$ cat src/sv/hsl_pkg.sv
// Shared types, fixed-point constants and helper functions for the HSL to RGB converter.
package hsl_pkg;

  // Unsigned 1.24 fixed point: one is 2^24.
  localparam logic [24:0] FX_ONE        = 25'd16777216;
  localparam logic [24:0] FX_HALF       = 25'd8388608;
  localparam logic [24:0] FX_ONE_THIRD  = 25'd5592405;
  localparam logic [24:0] FX_TWO_THIRDS = 25'd11184810;
  localparam logic signed [26:0] FX_ONE_S = 27'sd16777216;

  typedef logic [15:0] in16_t;   // raw 16-bit input field
  typedef logic [24:0] frac_t;   // fraction in 0..1
  typedef logic [25:0] pq_t;     // p, q and q - p, up to 2.0
  typedef logic [23:0] mult_t;   // ramp multiplier, below 1.0
  typedef logic [7:0]  chan_t;   // output channel intensity

  // Hue sector of one channel: rising ramp, flat top, falling ramp or floor.
  typedef enum logic [1:0] {
    SEC_RISE,
    SEC_TOP,
    SEC_FALL,
    SEC_LOW
  } sec_code_t;

  typedef struct packed {
    sec_code_t code;
    mult_t     mult;
  } sector_t;

  // Load enables of the five pipeline stages.
  typedef struct packed {
    logic s1;
    logic s2;
    logic s3;
    logic s4;
    logic s5;
  } hsl_adv_t;

  // Stage 1 output: the three fractions and the zero-saturation flag.
  typedef struct packed {
    frac_t h;
    frac_t s;
    frac_t l;
    logic  grey;
  } frac_stage_t;

  // Stage 3 output: the common values every channel needs and the hue sector of each channel.
  typedef struct packed {
    pq_t     p;
    pq_t     d;
    logic    grey;
    chan_t   grey_val;
    sector_t sec_r;
    sector_t sec_g;
    sector_t sec_b;
  } pq_stage_t;

  // floor(x * 2^24 / 65535) without a divider: 2^24/65535 = 256 + 256/65535,
  // and the fractional part is one quotient step with a single correction.
  function automatic frac_t to_fraction(input in16_t x);
    logic [23:0] y;
    logic [7:0]  q0;
    logic [16:0] rem;
    logic [8:0]  quo;
    y   = {x, 8'd0};
    q0  = y[23:16];
    rem = {1'b0, y[15:0]} + {9'd0, q0};
    quo = {1'b0, q0} + ((rem >= 17'd65535) ? 9'd1 : 9'd0);
    return {1'b0, y} + {16'd0, quo};
  endfunction

  // Wraps a hue argument into 0..1 and picks its sixth of the circle.
  // An argument of exactly one is kept and lands on the floor.
  function automatic sector_t hue_sector(input logic signed [25:0] arg);
    logic signed [26:0] w;
    logic [24:0]        h;
    logic [27:0]        h6;
    logic [26:0]        h3;
    logic [24:0]        fall;
    logic [26:0]        f6;
    sector_t            r;
    w = {arg[25], arg};
    if (w < 27'sd0) begin
      w = w + FX_ONE_S;
    end else if (w > FX_ONE_S) begin
      w = w - FX_ONE_S;
    end
    h    = w[24:0];
    h6   = ({3'd0, h} << 2) + ({3'd0, h} << 1);
    h3   = ({2'd0, h} << 1) + {2'd0, h};
    fall = FX_TWO_THIRDS - h;
    f6   = ({2'd0, fall} << 2) + ({2'd0, fall} << 1);
    r.mult = '0;
    if (h6 < {3'd0, FX_ONE}) begin
      r.code = SEC_RISE;
      r.mult = h6[23:0];
    end else if ({h, 1'b0} < {1'b0, FX_ONE}) begin
      r.code = SEC_TOP;
    end else if (h3 < {1'b0, FX_ONE, 1'b0}) begin
      r.code = SEC_FALL;
      r.mult = f6[23:0];
    end else begin
      r.code = SEC_LOW;
    end
    return r;
  endfunction

endpackage

$ cat src/sv/hsl_frac.sv
// Stage 1: converts the raw 16-bit inputs to 1.24 fractions.
module hsl_frac (
  input  logic                  clk,
  input  hsl_pkg::hsl_adv_t     adv,
  input  hsl_pkg::in16_t        hue,
  input  hsl_pkg::in16_t        saturation,
  input  hsl_pkg::in16_t        lightness,
  output hsl_pkg::frac_stage_t  st1
);
  import hsl_pkg::*;

  // Fraction registers; the grey flag marks a zero saturation input.
  always_ff @(posedge clk) begin
    if (adv.s1) begin
      st1.h    <= to_fraction(hue);
      st1.s    <= to_fraction(saturation);
      st1.l    <= to_fraction(lightness);
      st1.grey <= (saturation == 16'd0);
    end
  end

endmodule

$ cat config.mk
export PLATFORM = sky130hd
export DESIGN_NAME = hsl_frac
export DESIGN_NICKNAME = d
export VERILOG_FILES = /design/src/sv/hsl_pkg.sv /design/src/sv/hsl_frac.sv
export SDC_FILE = /design/constraint.sdc
export NUM_CORES = 1
export LEC_CHECK = 0
export BUFFER_PORTS_ARGS = -buffer_cell sky130_fd_sc_hd__clkbuf_2
export CORE_ASPECT_RATIO = 0.9
export CORE_MARGIN = 3
export CORE_UTILIZATION = 30
export DETAILED_ROUTE_END_ITERATION = 10
export REMOVE_ABC_BUFFERS = 1
export SYNTH_ARGS = -nofsm -noshare
export SYNTH_HDL_FRONTEND = slang
export SYNTH_SLANG_ARGS = --single-unit
$ cat constraint.sdc
create_clock -name clk -period 4.5 [get_ports clk]
set_input_delay 0.225 -clock clk [delete_from_list [all_inputs] [get_ports clk]]
set_output_delay 0.225 -clock clk [all_outputs]
set_load 0.005 [all_outputs]
==> results_dict.tcl <==
set metrics [dict create \
    routabilityCongestion 0.827 \
    wl_met1_mm 3.99 \
    ys_async_sr_fraction_pct 0 \
    worst_ep_arrival_time_ps 2450 \
    vias 2516 \
    end_kind "flip-flop" \
    grt_usage_pct 12.5 \
    regMostFlops "st1" \
    top_regs "st1 (76)" \
    row_count 36 \
    drv_slew 0 \
    first_iter_violations 179 \
    multiInputGateArea_um2 1190 \
    grt_max_degree 40 \
    grt_pass1_vias 2461 \
    seq_area_frac_synth_pct 64.8 \
    cts.clk_slew.worst_paths_ps 60 \
    status "completed" \
    cts_tree "built" \
    ys_ff_latch 76 \
    yosysTopAreaCellShare_pct 64.8 \
    regArea_um2 2280 \
    syn_area_per_cell_um2 13.6 \
    wl_per_cell_um 15.0 \
    irDropWorstVdd_uv 138 \
    hold_viol_final 0 \
    cp-start-kind "input port" \
    timing.final.crit_share_pct 52.8 \
    synth_area_leaders "edfxtp_1, xnor2_1, nand3_1, xor2_1, and2_1" \
    clock_path_buffers 2 \
    n_antenna_cell 0 \
    cts.sinks 76 \
    die_x_um 120 \
    yosys-top-cells-count "edfxtp_1, xnor2_1, nand3_1, nand2_1" \
    rsz0062_at_grt "false" \
    syn_to_final_growth_pct 30.1 \
    via_per_inst 4.59 \
    setup_tns_ps 0 \
    grt_pass1_wl_mm 12.7 \
    synthDistinctLibCells 28 \
    cts_resized 0 \
    worst_slew_pin_slew_ps 925 \
    synth_most_common_cell "edfxtp_1" \
    crit_type "input port to flip-flop" \
    cts_buffers 9 \
    drc_errors 0 \
    ios 130 \
    utilization_pct 41.2 \
    drive_gt1_share_pct 36.9 \
    setup_viol 0 \
    power_density_nw_per_um2 363 \
    fmax_ghz 0.421 \
    wl_met3_um 540 \
    required_ps 4580 \
    core_area_um2 11100 \
    p_leak_nw 1.80 \
    synth-edff-count 76 \
    overflow 0 \
    post-cts-setup-buffers 0 \
    fin_nets 451 \
    wl_mm 8.21 \
    hpwl_mm 6.21 \
    die-area_um2 13100 \
    h-tree-depth 3 \
    period_minus_slack_ps 2380 \
    synth_top_cell_by_area "edfxtp_1" \
    fill_cells 1087 \
    largest_reg_flops 76 \
    drt_pass1_iterations 4 \
    ys.flop_type "edfxtp_1" \
    cap_violations 0 \
    yosysWarnings 0 \
    die_y_um 109 \
    portBuffers 125 \
    initial_core_util_pct 31.7 \
    route.met2.wl_mm 3.60 \
    top_layer_used "met4" \
    root_buffer "clkbuf_16" \
    drt.antenna.violating_nets 0 \
    hp-class "input port to flip-flop" \
    syn-instance-count 260 \
    path_max_fanout 9 \
    syn_area_um2 3520 \
    slew_headroom_pct 38.3 \
    antenna_found_initial 0 \
    cts_hold_buf 0 \
]
## cell usage in the layout (no fill, tap or decap), types with 6 or more instances in the layout
cell type | synthesis | layout
nand3_1 | 31 | 31
ha_1 | 6 | 6
and2_1 | 12 | 12
xor2_1 | 12 | 12
nand2_1 | 16 | 16
clkbuf_2 | 3 | 124
clkbuf_16 | 0 | 9
edfxtp_1 | 76 | 76
nor2_1 | 12 | 12
and3_1 | 8 | 8
xnor2_1 | 34 | 34
nand4_1 | 9 | 9
## layout make-up
| cell class | instances | area share, % |
|---|---|---|
| clock inverters | 7 | 0.955 |
| inverters | 5 | 0.409 |
| clock buffers | 9 | 4.91 |
| repair buffers | 126 | 13.8 |
| well taps | 152 | 4.15 |
| flip-flops and latches | 76 | 49.8 |
| multi-input cells | 173 | 26.0 |
## kinds of logic after synthesis
kind of cell    Yosys count  share of synthesized area (%)
simple gates            115                           18.8
xor+xnor                 46                           11.4
compound gates            6                           1.46
fa+ha+maj                 6                           2.13
flops                    76                           64.8
buf+inv                  11                           1.38
## report_power, final
part | internal, mW | switching [mW] | leakage [nW] | total, mW
combinational | 0.0703 | 0.0879 | 0.936 | 0.158
sequential | 0.840 | 0.0161 | 0.743 | 0.857
clock | 0.369 | 0.281 | 0.123 | 0.650
total | 1.28 | 0.385 | 1.80 | 1.67
## stage by stage
stage | instances | cell area [µm²] | hold slack, ps | total power [mW] | setup WS, ps
6_report | 548 | 4590 | 207 | 1.67 | 2120
5_1_grt | 548 | 4590 | 209 | 1.74 | 1880
4_1_cts | 548 | 4590 | 198 | 1.69 | 2140
3_5_place_dp | 532 | 4320 | 537 | 1.03 | 1790
3_3_place_gp | 532 | 4320 | 548 | 1.03 | 1830
2_1_floorplan | 254 | 3490 | 337 | 0.910 | 2320
## path summary, 6_finish.rpt
check | from | cells after the start | slack [ps] | end
min | hue[6] | 2 | 210 | st1[65]
max | saturation[12] | 10 | 2120 | st1[36]
## metal layers
metal	global-route usage (%)	up-vias
li1	-	1234
met1	17.9	1194
met2	18.5	80
met3	3.63	8
met4	3.40	0
met5	0	-
## critical path, stage by stage
cell	delay, ps
clkbuf_2	170
nand4_1	190
nor2_2	350
and4_1	240
ha_1	200
ha_1	230
and3_1	340
nor2b_1	250
nand3_1	120
xnor2_1	130
(Power assumes the default switching activity.)
