**src/sv/hsl_pkg.sv**
```systemverilog
// Shared types, fixed-point constants and helper functions for the HSL to RGB converter.
package hsl_pkg;

  // Unsigned 1.24 fixed point: one is 2^24.
  localparam logic [24:0] FX_ONE        = 25'd16777216;
  localparam logic [24:0] FX_HALF       = 25'd8388608;
  localparam logic [24:0] FX_ONE_THIRD  = 25'd5592405;
  localparam logic [24:0] FX_TWO_THIRDS = 25'd11184810;
  localparam logic signed [26:0] FX_ONE_S = 27'sd16777216;

  typedef logic [15:0] in16_t;   // raw 16-bit input field
  typedef logic [24:0] frac_t;   // fraction in 0..1
  typedef logic [25:0] pq_t;     // p, q and q - p, up to 2.0
  typedef logic [23:0] mult_t;   // ramp multiplier, below 1.0
  typedef logic [7:0]  chan_t;   // output channel intensity

  // Hue sector of one channel: rising ramp, flat top, falling ramp or floor.
  typedef enum logic [1:0] {
    SEC_RISE,
    SEC_TOP,
    SEC_FALL,
    SEC_LOW
  } sec_code_t;

  typedef struct packed {
    sec_code_t code;
    mult_t     mult;
  } sector_t;

  // Load enables of the five pipeline stages.
  typedef struct packed {
    logic s1;
    logic s2;
    logic s3;
    logic s4;
    logic s5;
  } hsl_adv_t;

  // Stage 1 output: the three fractions and the zero-saturation flag.
  typedef struct packed {
    frac_t h;
    frac_t s;
    frac_t l;
    logic  grey;
  } frac_stage_t;

  // Stage 3 output: the common values every channel needs and the hue sector of each channel.
  typedef struct packed {
    pq_t     p;
    pq_t     d;
    logic    grey;
    chan_t   grey_val;
    sector_t sec_r;
    sector_t sec_g;
    sector_t sec_b;
  } pq_stage_t;

  // floor(x * 2^24 / 65535) without a divider: 2^24/65535 = 256 + 256/65535,
  // and the fractional part is one quotient step with a single correction.
  function automatic frac_t to_fraction(input in16_t x);
    logic [23:0] y;
    logic [7:0]  q0;
    logic [16:0] rem;
    logic [8:0]  quo;
    y   = {x, 8'd0};
    q0  = y[23:16];
    rem = {1'b0, y[15:0]} + {9'd0, q0};
    quo = {1'b0, q0} + ((rem >= 17'd65535) ? 9'd1 : 9'd0);
    return {1'b0, y} + {16'd0, quo};
  endfunction

  // Wraps a hue argument into 0..1 and picks its sixth of the circle.
  // An argument of exactly one is kept and lands on the floor.
  function automatic sector_t hue_sector(input logic signed [25:0] arg);
    logic signed [26:0] w;
    logic [24:0]        h;
    logic [27:0]        h6;
    logic [26:0]        h3;
    logic [24:0]        fall;
    logic [26:0]        f6;
    sector_t            r;
    w = {arg[25], arg};
    if (w < 27'sd0) begin
      w = w + FX_ONE_S;
    end else if (w > FX_ONE_S) begin
      w = w - FX_ONE_S;
    end
    h    = w[24:0];
    h6   = ({3'd0, h} << 2) + ({3'd0, h} << 1);
    h3   = ({2'd0, h} << 1) + {2'd0, h};
    fall = FX_TWO_THIRDS - h;
    f6   = ({2'd0, fall} << 2) + ({2'd0, fall} << 1);
    r.mult = '0;
    if (h6 < {3'd0, FX_ONE}) begin
      r.code = SEC_RISE;
      r.mult = h6[23:0];
    end else if ({h, 1'b0} < {1'b0, FX_ONE}) begin
      r.code = SEC_TOP;
    end else if (h3 < {1'b0, FX_ONE, 1'b0}) begin
      r.code = SEC_FALL;
      r.mult = f6[23:0];
    end else begin
      r.code = SEC_LOW;
    end
    return r;
  endfunction

endpackage

```
**src/sv/hsl_chan.sv**
```systemverilog
// Stages 4 and 5 of one color channel: ramp product, sum, scale and clamp.
module hsl_chan (
  input  logic              clk,
  input  hsl_pkg::hsl_adv_t adv,
  input  hsl_pkg::pq_t      p,
  input  hsl_pkg::pq_t      d,
  input  hsl_pkg::sector_t  sec,
  input  logic              grey,
  input  hsl_pkg::chan_t    grey_val,
  output hsl_pkg::chan_t    level
);
  import hsl_pkg::*;

  logic [49:0] mul_full;

  // Stage 4 registers.
  logic [25:0] prod_hi;
  pq_t         p4;
  pq_t         d4;
  sec_code_t   code4;
  logic        grey4;
  chan_t       grey_val4;

  logic [25:0] addend;
  logic [26:0] c;

  // Ramp product (q - p) times the sector multiplier.
  assign mul_full = {24'd0, d} * {26'd0, sec.mult};

  always_ff @(posedge clk) begin
    if (adv.s4) begin
      prod_hi   <= mul_full[49:24];
      p4        <= p;
      d4        <= d;
      code4     <= sec.code;
      grey4     <= grey;
      grey_val4 <= grey_val;
    end
  end

  // Channel fraction: p plus the ramp, plus the full span on the flat top.
  always_comb begin
    case (code4)
      SEC_RISE, SEC_FALL: addend = prod_hi;
      SEC_TOP:            addend = d4;
      default:            addend = '0;
    endcase
  end

  assign c = {1'b0, p4} + {1'b0, addend};

  // Scale by 256 and clamp, or pass the grey level; a full-scale fraction would give 256.
  always_ff @(posedge clk) begin
    if (adv.s5) begin
      if (grey4) begin
        level <= grey_val4;
      end else if (|c[26:24]) begin
        level <= 8'hFF;
      end else begin
        level <= c[23:16];
      end
    end
  end

endmodule

```
**config.mk**
```make
export PLATFORM = sky130hd
export DESIGN_NAME = hsl_chan
export DESIGN_NICKNAME = d
export VERILOG_FILES = /design/src/sv/hsl_pkg.sv /design/src/sv/hsl_chan.sv
export SDC_FILE = /design/constraint.sdc
export NUM_CORES = 2
export LEC_CHECK = 0
export ABC_AREA = 1
export BUFFER_PORTS_ARGS = -buffer_cell sky130_fd_sc_hd__buf_2
export CAP_MARGIN = 10
export CORE_AREA = 2 2 213 215
export CTS_CLUSTER_DIAMETER = 30
export DETAILED_ROUTE_END_ITERATION = 6
export DIE_AREA = 0 0 215 217
export GPL_TIMING_DRIVEN = 0
export PLACE_DENSITY_LB_ADDON = 0.12
export SETUP_SLACK_MARGIN = 0.1
export SLEW_MARGIN = 10
export SYNTH_ARGS = -nofsm -noshare
export SYNTH_HDL_FRONTEND = slang
export SYNTH_SLANG_ARGS = --single-unit
```
**constraint.sdc**
```tcl
create_clock -name clk -period 9.1 [get_ports clk]
set_input_delay 1.365 -clock clk [delete_from_list [all_inputs] [get_ports clk]]
set_output_delay 1.365 -clock clk [all_outputs]
set_load 0.02 [all_outputs]
```
==> summary.md <==
| Metric | Value |
|---|---|
| Run status | complete, no violations |
| Post-CTS Setup Inserts | 0 |
| Die width | 215 um |
| Final WL | 91.48 mm |
| Clk sinks | 97 |
| Synth area leader | fa_1 |
| Post-DP HPWL | 76.90 mm |
| Max FO, Critical Path | 10 |
| Syn_nets | 4,202 |
| Cell Area, Synth | 0.02624 mm^2 |
| Reg clk slew, reported paths | 0.07 ns |
| Core area | 0.04470 mm^2 |
| First-pass GRT wire length | 137.0 mm |
| Clock latency on the worst-skew pair | 0.36 ns |
| Number of fill cells | 4,177 |
| CP Capture Type | register |
| Final ANT Viol Nets | 0 |
| DP Worst Slack | 0.2849 ns |
| Final setup viols | 0 |
| Worst reg-to-reg path cell count | 16 |
| Critical path required time | 9.20 ns |
| Number of core rows | 78 |
| Number of global-route vias before repair | 23,071 |
| DR iter-0 viols | 2,035 |
| Overflow after GRT | 0 |
| Final Hold Fails | 0 |
| Post-synth EDFFs | 97 |
| Antenna violations before repair | 2 |
| Ant diodes | 0 |
| Multi-input logic area | 0.01891 mm^2 |
| Htree depth | 3 |
| Post-synthesis cell type count | 40 |
| Hold Crit Depth | 2 |
| Area share of the largest cell type after synthesis | 40.06% |
| #FFs+latches synth | 97 |
| Setup total negative slack | 0 ns |
| Synth area leaders | fa_1, inv_1, nand2_1, edfxtp_1, ha_1 |
| Metal2 WL | 39.73 mm |
| Final slew viol count | 0 |
| Die area | 0.04666 mm^2 |
| Clock tree buffer depth | 2 |
| DR top layer | met5 |
| Min Tclk post-route | 8.752 ns |
| Syn_area_per_cell | 7.746 um^2 |
| CTS tree | built |
| Final #Nets | 4,287 |
| Starting Density | 58.69% |
| Worst hold path class | reg -> reg |
| Area growth syn-to-layout | 5.437% |
| Vias | 22,397 |
| Maxcap violations | 0 |
| Placed cells | 4,061 |
| Final worst slack | 0.3477 ns |
| DRT Pass-1 Iters | 5 |
| Io pins | 101 |
| GPL Wtd Cong | 1.023 |
| Register area share after synthesis | 11.10% |
| Cells after Synth | 3,387 |
| Synth warn | 0 |
| Met3 wire len | 9.958 mm |
| Final Non-Filler Cells | 4,077 |
| Fmax achieved | 0.1143 GHz |
| Top FF cell, synth | edfxtp_1 |
| Number of CTS-inserted buffers | 9 |
| Startpoint Class | input pin |
| Layout Skew | 0.01231 ns |
| Routed len/inst | 22.44 um |
| Avg Vias per Cell | 5.494 |
| Hold_buf cts | 0 |
| Actual slew at the worst max-slew pin | 1.232 ns |
| Setup CP Type | in -> reg |
| CTS resizes | 0 |
| Slew Limit Headroom | 17.84% |
| Port Buffers | 73 |
| Largest net degree at the start of global routing | 67 |
| Metal1 wirelength | 35.21 mm |
| FF+latch area | 0.002913 mm^2 |
| Fin crit share | 96.18% |
| Layout cell share with drive strength beyond 1 | 3.480% |
| Clock root cell | clkbuf_16 |
| Drc violations | 0 |
| Arrival time worst endpoint | 8.85 ns |
| Die H | 217 um |
| RSZ-0062 raised after global routing | false |
| Global Route Usage Sum | 40.38% |
| Asr flop ratio synth | 0% |
[per-stage QoR]
stage	instance area, um^2	utilization, %	hold WS [ns]
finish	27660	61.89	0.5749
floorplan	26240	-	0.5273
global route	27660	61.89	0.6201
CTS	27660	61.89	0.5763
detailed placement	27380	61.26	0.5603
global placement	27350	61.19	0.5430
[cell families after synthesis]
group | after synthesis | share of synthesized area (%)
compound gates | 158 | 3.458
xor+xnor | 26 | 0.8680
simple gates | 1212 | 18.28
fa+ha+maj | 722 | 49.46
flops | 97 | 11.10
buf+inv | 1172 | 16.84
[routing by layer]
metal	GRT usage [%]	vias to the layer above
met1	54.25	11041
met3	8.190	305
met2	61.38	1231
met5	0	-
li1	-	9816
met4	23.49	4
[layout make-up]
cell class                 count  area share [%]
clock inverter                 7          0.1990
timing repair buffer          74           1.429
inverter                    1040           14.12
tap                          600           2.714
sequential                    97           10.53
buffer                       132           1.845
clock buffer                   9          0.8142
multi-input combinational   2118           68.35
[layout by cell type, fill, tap and decap left out, drive strengths merged]
cell	netlist	final
o211ai	1	1
edfxtp	97	97
nand4	9	9
nand2	947	947
o311ai	1	1
a31oi	10	10
nand3b	3	3
nand2b	1	1
or2	7	7
a21boi	3	3
nor4	5	5
clkbuf	129	138
fa	525	525
clkinv	0	5
nand3	87	87
xnor2	8	8
nor2	133	133
inv	1040	1042
o21bai	17	17
and2	3	3
o21ai	29	29
a21o	9	9
o21a	7	7
o221ai	1	1
ha	197	197
a21oi	80	80
nor3	14	14
xor2	18	18
buf	3	77
and3	3	3
[state kept, by name, summed over array words and instances (netlist names)]
| name | count |
|---|---|
| grey4 | 1 |
| grey_val4 | 8 |
| p4 | 26 |
| level | 8 |
| prod_hi | 26 |
| d4 | 26 |
| code4 | 2 |
[final timing paths]
check / from / endpoint / slack (ns)
max: sec[13] / prod_hi[4]$_DFFE_PP_ / 0.35
min: grey_val4[0]$_DFFE_PP_ / level[0]$_DFFE_PP_ / 0.57
max reg2reg: code4[0]$_DFFE_PP_ / level[0]$_DFFE_PP_ / 5.75
min reg2reg: grey_val4[0]$_DFFE_PP_ / level[0]$_DFFE_PP_ / 0.57
[synth_stat cells, types with 8 or more instances]
cell type / count
nand2_1: 944
o21ai_0: 24
nand4_1: 9
xor2_1: 18
clkbuf_1: 129
edfxtp_1: 97
nor3_1: 13
a21oi_1: 80
xnor2_1: 8
o21bai_1: 17
fa_1: 525
ha_1: 197
inv_1: 1029
nor2_1: 127
inv_2: 10
nand3_1: 87
a31oi_1: 10
a21o_1: 9
[critical path: stages]
cell and delay [ns]:
clkbuf_1 0.88, clkbuf_1 0.81, nand2_1 0.11, inv_1 0.11
fa_1 0.43, inv_1 0.08, fa_1 0.41, inv_1 0.12
fa_1 0.45, fa_1 0.61, fa_1 0.45, fa_1 0.50
inv_1 0.05, fa_1 0.60, inv_1 0.07, ha_1 0.32
nand2_1 0.14, nor2_1 0.20, inv_1 0.09, nor2_2 0.12
inv_1 0.06, nor4_1 0.46, a21oi_1 0.21, xnor2_1 0.16
Power is left out: the tool's default activity adds up to more than one toggle a clock period on the data nets, which glitch-free logic cannot reach.
