**src/sv/hsl_pkg.sv**
```systemverilog
// Shared types, fixed-point constants and helper functions for the HSL to RGB converter.
package hsl_pkg;

  // Unsigned 1.24 fixed point: one is 2^24.
  localparam logic [24:0] FX_ONE        = 25'd16777216;
  localparam logic [24:0] FX_HALF       = 25'd8388608;
  localparam logic [24:0] FX_ONE_THIRD  = 25'd5592405;
  localparam logic [24:0] FX_TWO_THIRDS = 25'd11184810;
  localparam logic signed [26:0] FX_ONE_S = 27'sd16777216;

  typedef logic [15:0] in16_t;   // raw 16-bit input field
  typedef logic [24:0] frac_t;   // fraction in 0..1
  typedef logic [25:0] pq_t;     // p, q and q - p, up to 2.0
  typedef logic [23:0] mult_t;   // ramp multiplier, below 1.0
  typedef logic [7:0]  chan_t;   // output channel intensity

  // Hue sector of one channel: rising ramp, flat top, falling ramp or floor.
  typedef enum logic [1:0] {
    SEC_RISE,
    SEC_TOP,
    SEC_FALL,
    SEC_LOW
  } sec_code_t;

  typedef struct packed {
    sec_code_t code;
    mult_t     mult;
  } sector_t;

  // Load enables of the five pipeline stages.
  typedef struct packed {
    logic s1;
    logic s2;
    logic s3;
    logic s4;
    logic s5;
  } hsl_adv_t;

  // Stage 1 output: the three fractions and the zero-saturation flag.
  typedef struct packed {
    frac_t h;
    frac_t s;
    frac_t l;
    logic  grey;
  } frac_stage_t;

  // Stage 3 output: the common values every channel needs and the hue sector of each channel.
  typedef struct packed {
    pq_t     p;
    pq_t     d;
    logic    grey;
    chan_t   grey_val;
    sector_t sec_r;
    sector_t sec_g;
    sector_t sec_b;
  } pq_stage_t;

  // floor(x * 2^24 / 65535) without a divider: 2^24/65535 = 256 + 256/65535,
  // and the fractional part is one quotient step with a single correction.
  function automatic frac_t to_fraction(input in16_t x);
    logic [23:0] y;
    logic [7:0]  q0;
    logic [16:0] rem;
    logic [8:0]  quo;
    y   = {x, 8'd0};
    q0  = y[23:16];
    rem = {1'b0, y[15:0]} + {9'd0, q0};
    quo = {1'b0, q0} + ((rem >= 17'd65535) ? 9'd1 : 9'd0);
    return {1'b0, y} + {16'd0, quo};
  endfunction

  // Wraps a hue argument into 0..1 and picks its sixth of the circle.
  // An argument of exactly one is kept and lands on the floor.
  function automatic sector_t hue_sector(input logic signed [25:0] arg);
    logic signed [26:0] w;
    logic [24:0]        h;
    logic [27:0]        h6;
    logic [26:0]        h3;
    logic [24:0]        fall;
    logic [26:0]        f6;
    sector_t            r;
    w = {arg[25], arg};
    if (w < 27'sd0) begin
      w = w + FX_ONE_S;
    end else if (w > FX_ONE_S) begin
      w = w - FX_ONE_S;
    end
    h    = w[24:0];
    h6   = ({3'd0, h} << 2) + ({3'd0, h} << 1);
    h3   = ({2'd0, h} << 1) + {2'd0, h};
    fall = FX_TWO_THIRDS - h;
    f6   = ({2'd0, fall} << 2) + ({2'd0, fall} << 1);
    r.mult = '0;
    if (h6 < {3'd0, FX_ONE}) begin
      r.code = SEC_RISE;
      r.mult = h6[23:0];
    end else if ({h, 1'b0} < {1'b0, FX_ONE}) begin
      r.code = SEC_TOP;
    end else if (h3 < {1'b0, FX_ONE, 1'b0}) begin
      r.code = SEC_FALL;
      r.mult = f6[23:0];
    end else begin
      r.code = SEC_LOW;
    end
    return r;
  endfunction

endpackage

```
**src/sv/hsl_pq.sv**
```systemverilog
// Stages 2 and 3: the q product, the p and q - p values, the grey level
// and the hue sector of each channel.
module hsl_pq (
  input  logic                 clk,
  input  hsl_pkg::hsl_adv_t    adv,
  input  hsl_pkg::frac_stage_t st1,
  output hsl_pkg::pq_stage_t   st3
);
  import hsl_pkg::*;

  logic        lhalf;
  logic [25:0] mul_b;
  logic [50:0] mul_full;
  logic [32:0] grey_full;

  // Stage 2 registers.
  logic [24:0] prod;
  frac_t       l2;
  frac_t       s2;
  logic        lhalf2;
  logic        grey2;
  chan_t       grey_val2;
  sector_t     sec_r2;
  sector_t     sec_g2;
  sector_t     sec_b2;

  // Stage 3 combinational values.
  logic [25:0]        qraw;
  logic signed [26:0] pdiff;
  pq_t                pcl;
  pq_t                qcl;

  // One multiplier serves both forms of q: l*(1+s) below one half, s*l above.
  assign lhalf     = (st1.l < FX_HALF);
  assign mul_b     = lhalf ? ({1'b0, FX_ONE} + {1'b0, st1.s}) : {1'b0, st1.s};
  assign mul_full  = {26'd0, st1.l} * {25'd0, mul_b};
  assign grey_full = {st1.l, 8'd0} - {8'd0, st1.l};

  always_ff @(posedge clk) begin
    if (adv.s2) begin
      prod      <= mul_full[48:24];
      l2        <= st1.l;
      s2        <= st1.s;
      lhalf2    <= lhalf;
      grey2     <= st1.grey;
      grey_val2 <= grey_full[31:24];
      sec_r2    <= hue_sector($signed({1'b0, st1.h}) + $signed({1'b0, FX_ONE_THIRD}));
      sec_g2    <= hue_sector($signed({1'b0, st1.h}));
      sec_b2    <= hue_sector($signed({1'b0, st1.h}) - $signed({1'b0, FX_ONE_THIRD}));
    end
  end

  // Finish q, derive p = 2l - q with a floor at zero, and keep q at or above p.
  assign qraw  = lhalf2 ? {1'b0, prod} : ({1'b0, l2} + {1'b0, s2} - {1'b0, prod});
  assign pdiff = $signed({1'b0, l2, 1'b0}) - $signed({1'b0, qraw});
  assign pcl   = pdiff[26] ? '0 : pdiff[25:0];
  assign qcl   = (qraw < pcl) ? pcl : qraw;

  always_ff @(posedge clk) begin
    if (adv.s3) begin
      st3.p        <= pcl;
      st3.d        <= qcl - pcl;
      st3.grey     <= grey2;
      st3.grey_val <= grey_val2;
      st3.sec_r    <= sec_r2;
      st3.sec_g    <= sec_g2;
      st3.sec_b    <= sec_b2;
    end
  end

endmodule

```
**config.mk**
```make
export PLATFORM = sky130hd
export DESIGN_NAME = hsl_pq
export DESIGN_NICKNAME = d
export VERILOG_FILES = /design/src/sv/hsl_pkg.sv /design/src/sv/hsl_pq.sv
export SDC_FILE = /design/constraint.sdc
export NUM_CORES = 2
export LEC_CHECK = 0
export BUFFER_PORTS_ARGS = -buffer_cell sky130_fd_sc_hd__buf_2
export CAP_MARGIN = 40
export CORE_MARGIN = 2
export CORE_UTILIZATION = 44
export DETAILED_ROUTE_END_ITERATION = 6
export GPL_TIMING_DRIVEN = 0
export SLEW_MARGIN = 20
export SYNTH_ARGS = -nofsm -noshare
export SYNTH_HDL_FRONTEND = slang
export SYNTH_SLANG_ARGS = --single-unit
export TNS_END_PERCENT = 10
```
**constraint.sdc**
```tcl
create_clock -name clk -period 12.9 [get_ports clk]
set_input_delay 2.58 -clock clk [delete_from_list [all_inputs] [get_ports clk]]
set_output_delay 2.58 -clock clk [all_outputs]
set_load 0.01 [all_outputs]
```
==> results.md <==
- Status: completed
- Final Setup Violations: 0
- Skew-Pair Late Insertion Delay: slightly below 0.6 ns
- Die H: 328 um
- Post-synth top area cell: fa_1
- Critical path type: in -> reg
- Simple-Gate Fraction of Synth Area: between 10% and 20%
- Area delta synth->final: 9.27%
- Hold Path Depth: 0
- Largest net degree at the start of global routing: a little under 100
- Fillers: 9899
- Slew @ Worst Pin: 1.06 ns
- Cell area after synthesis: 46200 um2
- Period utilization: between 90% and 100%
- Seq/Total Area, Yosys: 19.2%
- Post_cts resized: 0
- Post-CTS setup buffers: 0
- CP endpoint kind: flop
- Max-cap violation count: 0
- Initial antenna violation count: 16
- GP Congestion: 0.961
- Reg-to-reg slack, setup: around 1.3 ns
- Critical path depth: 30
- Area of the multi-input gates: roughly 33000 um2
- Largest family of logic cells by synthesized area: adder cells
- Syn Inst Count: 4932
- Routed wire length: between 100000 and 150000 um
- Total global routing overflow: 0
- CTS Buf Count: 34
- Clock period minus final worst setup slack: 11.80 ns
- Type of the tightest min-delay check: reg -> reg
- Cell area after layout: 50500 um2
- XOR/XNOR Fraction of Synth Area: under 10%
- CP Buf/Inv Count: 8
- Number of synthesized flops with an enable pin: just under 300
- CTS tree: done
- Clk slew on worst S/H paths: 0.06 ns
- Final count of hold timing violations: 0
- Hold endpoint: st3[61]$_DFFE_PP_
- WL/cell: 21.1 um
- Synth top area share: 25.1%
- Main synth FF type: edfxtp_1
- CP delay by family, top: adder cells
- Root Buffer: clkbuf_16
- Compound-Gate Fraction of Synth Area: 11.9%
- Hold Buf Count CTS: 0
- DRC errors left: 0
- CP peak stage delay: ~0.54 ns
- Synthesis warning total: 0
- Fmax: between 80 and 90 MHz
- Boundary Pins: 221
- Die ar.: 108000 um2
- DR vias/cell: 5.38
- Port bufs: 214
- Global-route wire length before repair: 213000 um
- CP Launch Type: input pin
- Crit path arrival time: ~12 ns
- Mux cell area share after synthesis: less than 1%
- Clock sink count: ~300
- Die W: 328 um
- FF-to-FF path depth: 47
- Dpl hpwl: 117000 um
- Most common library cell in the layout ignoring fill and taps: inv_1
- Via count: approximately 36000
- Final ANT Viol Nets: 0
- DP Area: about 49000 um2
- H-tree Lvls: 2
- Adder-Cell Fraction of Synth Area: about 40%
- Number of core rows: 118
- Max-slew headroom: slightly below 30%
- RSZ-0062 raised after global routing: no
- Setup_tns: 0 ns
- Total track usage: 26.1%
- Synth area leaders: fa_1 (25%), edfxtp_1 (19%), ha_1 (16%), inv_1 (7.1%), nand2_1 (4.5%)
- Drt first pass iters: 6
- Pins Over Slew Limit: 0
- Fraction of synthesis flops using an asynchronous set or reset pin: 0%
- Initial detailed-routing violation count: 2301
- Worst Hold Launch: sec_r2[9]$_DFFE_PP_
- Netlist cell types: 79
- Reg-to-Reg Start: prod[1]$_DFFE_PP_
- Reg-to-reg endpoint: st3[112]$_DFFE_PP_
- Mapped Avg Cell Area: 9.36 um2
- Core Box Area: 104000 um2
- Initial core utilization: about 44%
- Worst path most repeated cell: fa_1
- Crit-path max FO: 10
- Most frequent cells in the layout: inv_1 (872), fa_1 (580), ha_1 (576), nand2_1 (554), edfxtp_1 (296)
- Final net count: 6451
- Worst path slowest cell: clkbuf_1
- CP required: 13.25 ns
- Number of global-route vias before repair: roughly 36000
- Worst Clk Skew: 0.0287 ns
- Maximum clock insertion buffer count: 3
- Seq cells post-synth: 296
- Reg area: 8890 um2
- Share of layout cells above drive strength 1: 6.62%
worst register-to-register path: cells and delay by family, from the launching register on:
family                   cells  cell delay (ns)
AO/OA/AOI/OAI               30             6.92
XOR/XNOR                     1             0.11
adder cells (fa/ha/maj)      5             1.97
buffers and inverters        5             1.18
flip-flops                   1             0.42
AND/OR/NAND/NOR              6             0.76
registers in the layout (all words and copies together), names as in the netlist:
signal and flops:
prod 25, sec_r2 25, l2 25, sec_b2 25, grey2 1, sec_g2 25
st3 136, lhalf2 1, s2 25, grey_val2 8
through the flow:
stage / utilization (%) / hold slack (ns) / cells / setup slack [ns]
final: 48.6 / 0.410 / 6629 / 1.10
after CTS: 48.5 / 0.413 / 6613 / 0.693
after global routing: 48.6 / 0.421 / 6623 / 0.184
after floorplan: - / 0.400 / 4934 / 3.05
after global placement: 47.2 / 0.400 / 6528 / 0.416
after detailed placement: 47.5 / 0.405 / 6552 / 0.616
cells by family after synthesis:
group                      after synthesis
buffers and inverters                 1045
DFF                                    296
xor gates and xnor gates               319
other                                    1
and+or+nand+nor                       1245
AOI/OAI and AO/OA                      849
muxes                                   21
adders and majority gates             1156
cell usage after synthesis (9+ instances only):
cell type  number
a21oi_1       241
nor2_1        138
nor3_1         41
a21o_1        153
nand4_1        37
nor4_1         26
a221oi_1        9
a31oi_1        19
nor2b_1        35
and3_1         24
o21bai_1       44
fa_1          580
mux2i_1        17
ha_1          576
a21boi_0       11
clkbuf_1      149
or3_1          21
nand2b_1       36
inv_1         872
nand2_1       554
o211ai_1       16
a211oi_1       18
o21ai_0       164
and2_1        253
o21a_1         28
or2_2          12
a31o_2          9
nand3_1        47
o22ai_1        24
o32ai_1        22
o31ai_1        10
xor2_1         92
xnor2_1       225
edfxtp_1      296
buf_2           9
worst max-delay path by stage:
stage | slack, ns | endpoint | startpoint
2_1_floorplan | 3.05 | st3[112]$_DFFE_PP_ | prod[6]$_DFFE_PP_
3_3_place_gp | 0.42 | st3[112]$_DFFE_PP_ | prod[1]$_DFFE_PP_
3_5_place_dp | 0.62 | prod[24]$_DFFE_PP_ | st1[24]
4_1_cts | 0.69 | st3[112]$_DFFE_PP_ | prod[1]$_DFFE_PP_
5_1_grt | 0.18 | st3[112]$_DFFE_PP_ | prod[1]$_DFFE_PP_
6_report | 1.10 | prod[24]$_DFFE_PP_ | st1[24]
area by class of cell:
cell class | instances | share of cell area [%]
antenna | 11 | 0.0546
buffer | 165 | 1.29
clock buffer | 37 | 1.71
clock inverter | 24 | 0.419
inverter | 879 | 6.54
multi-input combinational | 3593 | 66.1
sequential | 296 | 17.6
tap | 1380 | 3.42
timing repair buffer | 244 | 2.87
metal layers:
layer	wire length, um	GRT usage [%]	up-vias
met5	23	0	-
met4	6920	11.8	4
met3	9130	3.33	261
met2	66800	44.0	1142
met1	57200	33.4	17620
li1	-	-	16648
Power is not shown: default switching activity piles up to over one toggle a cycle in this logic, so the estimate is an artifact.
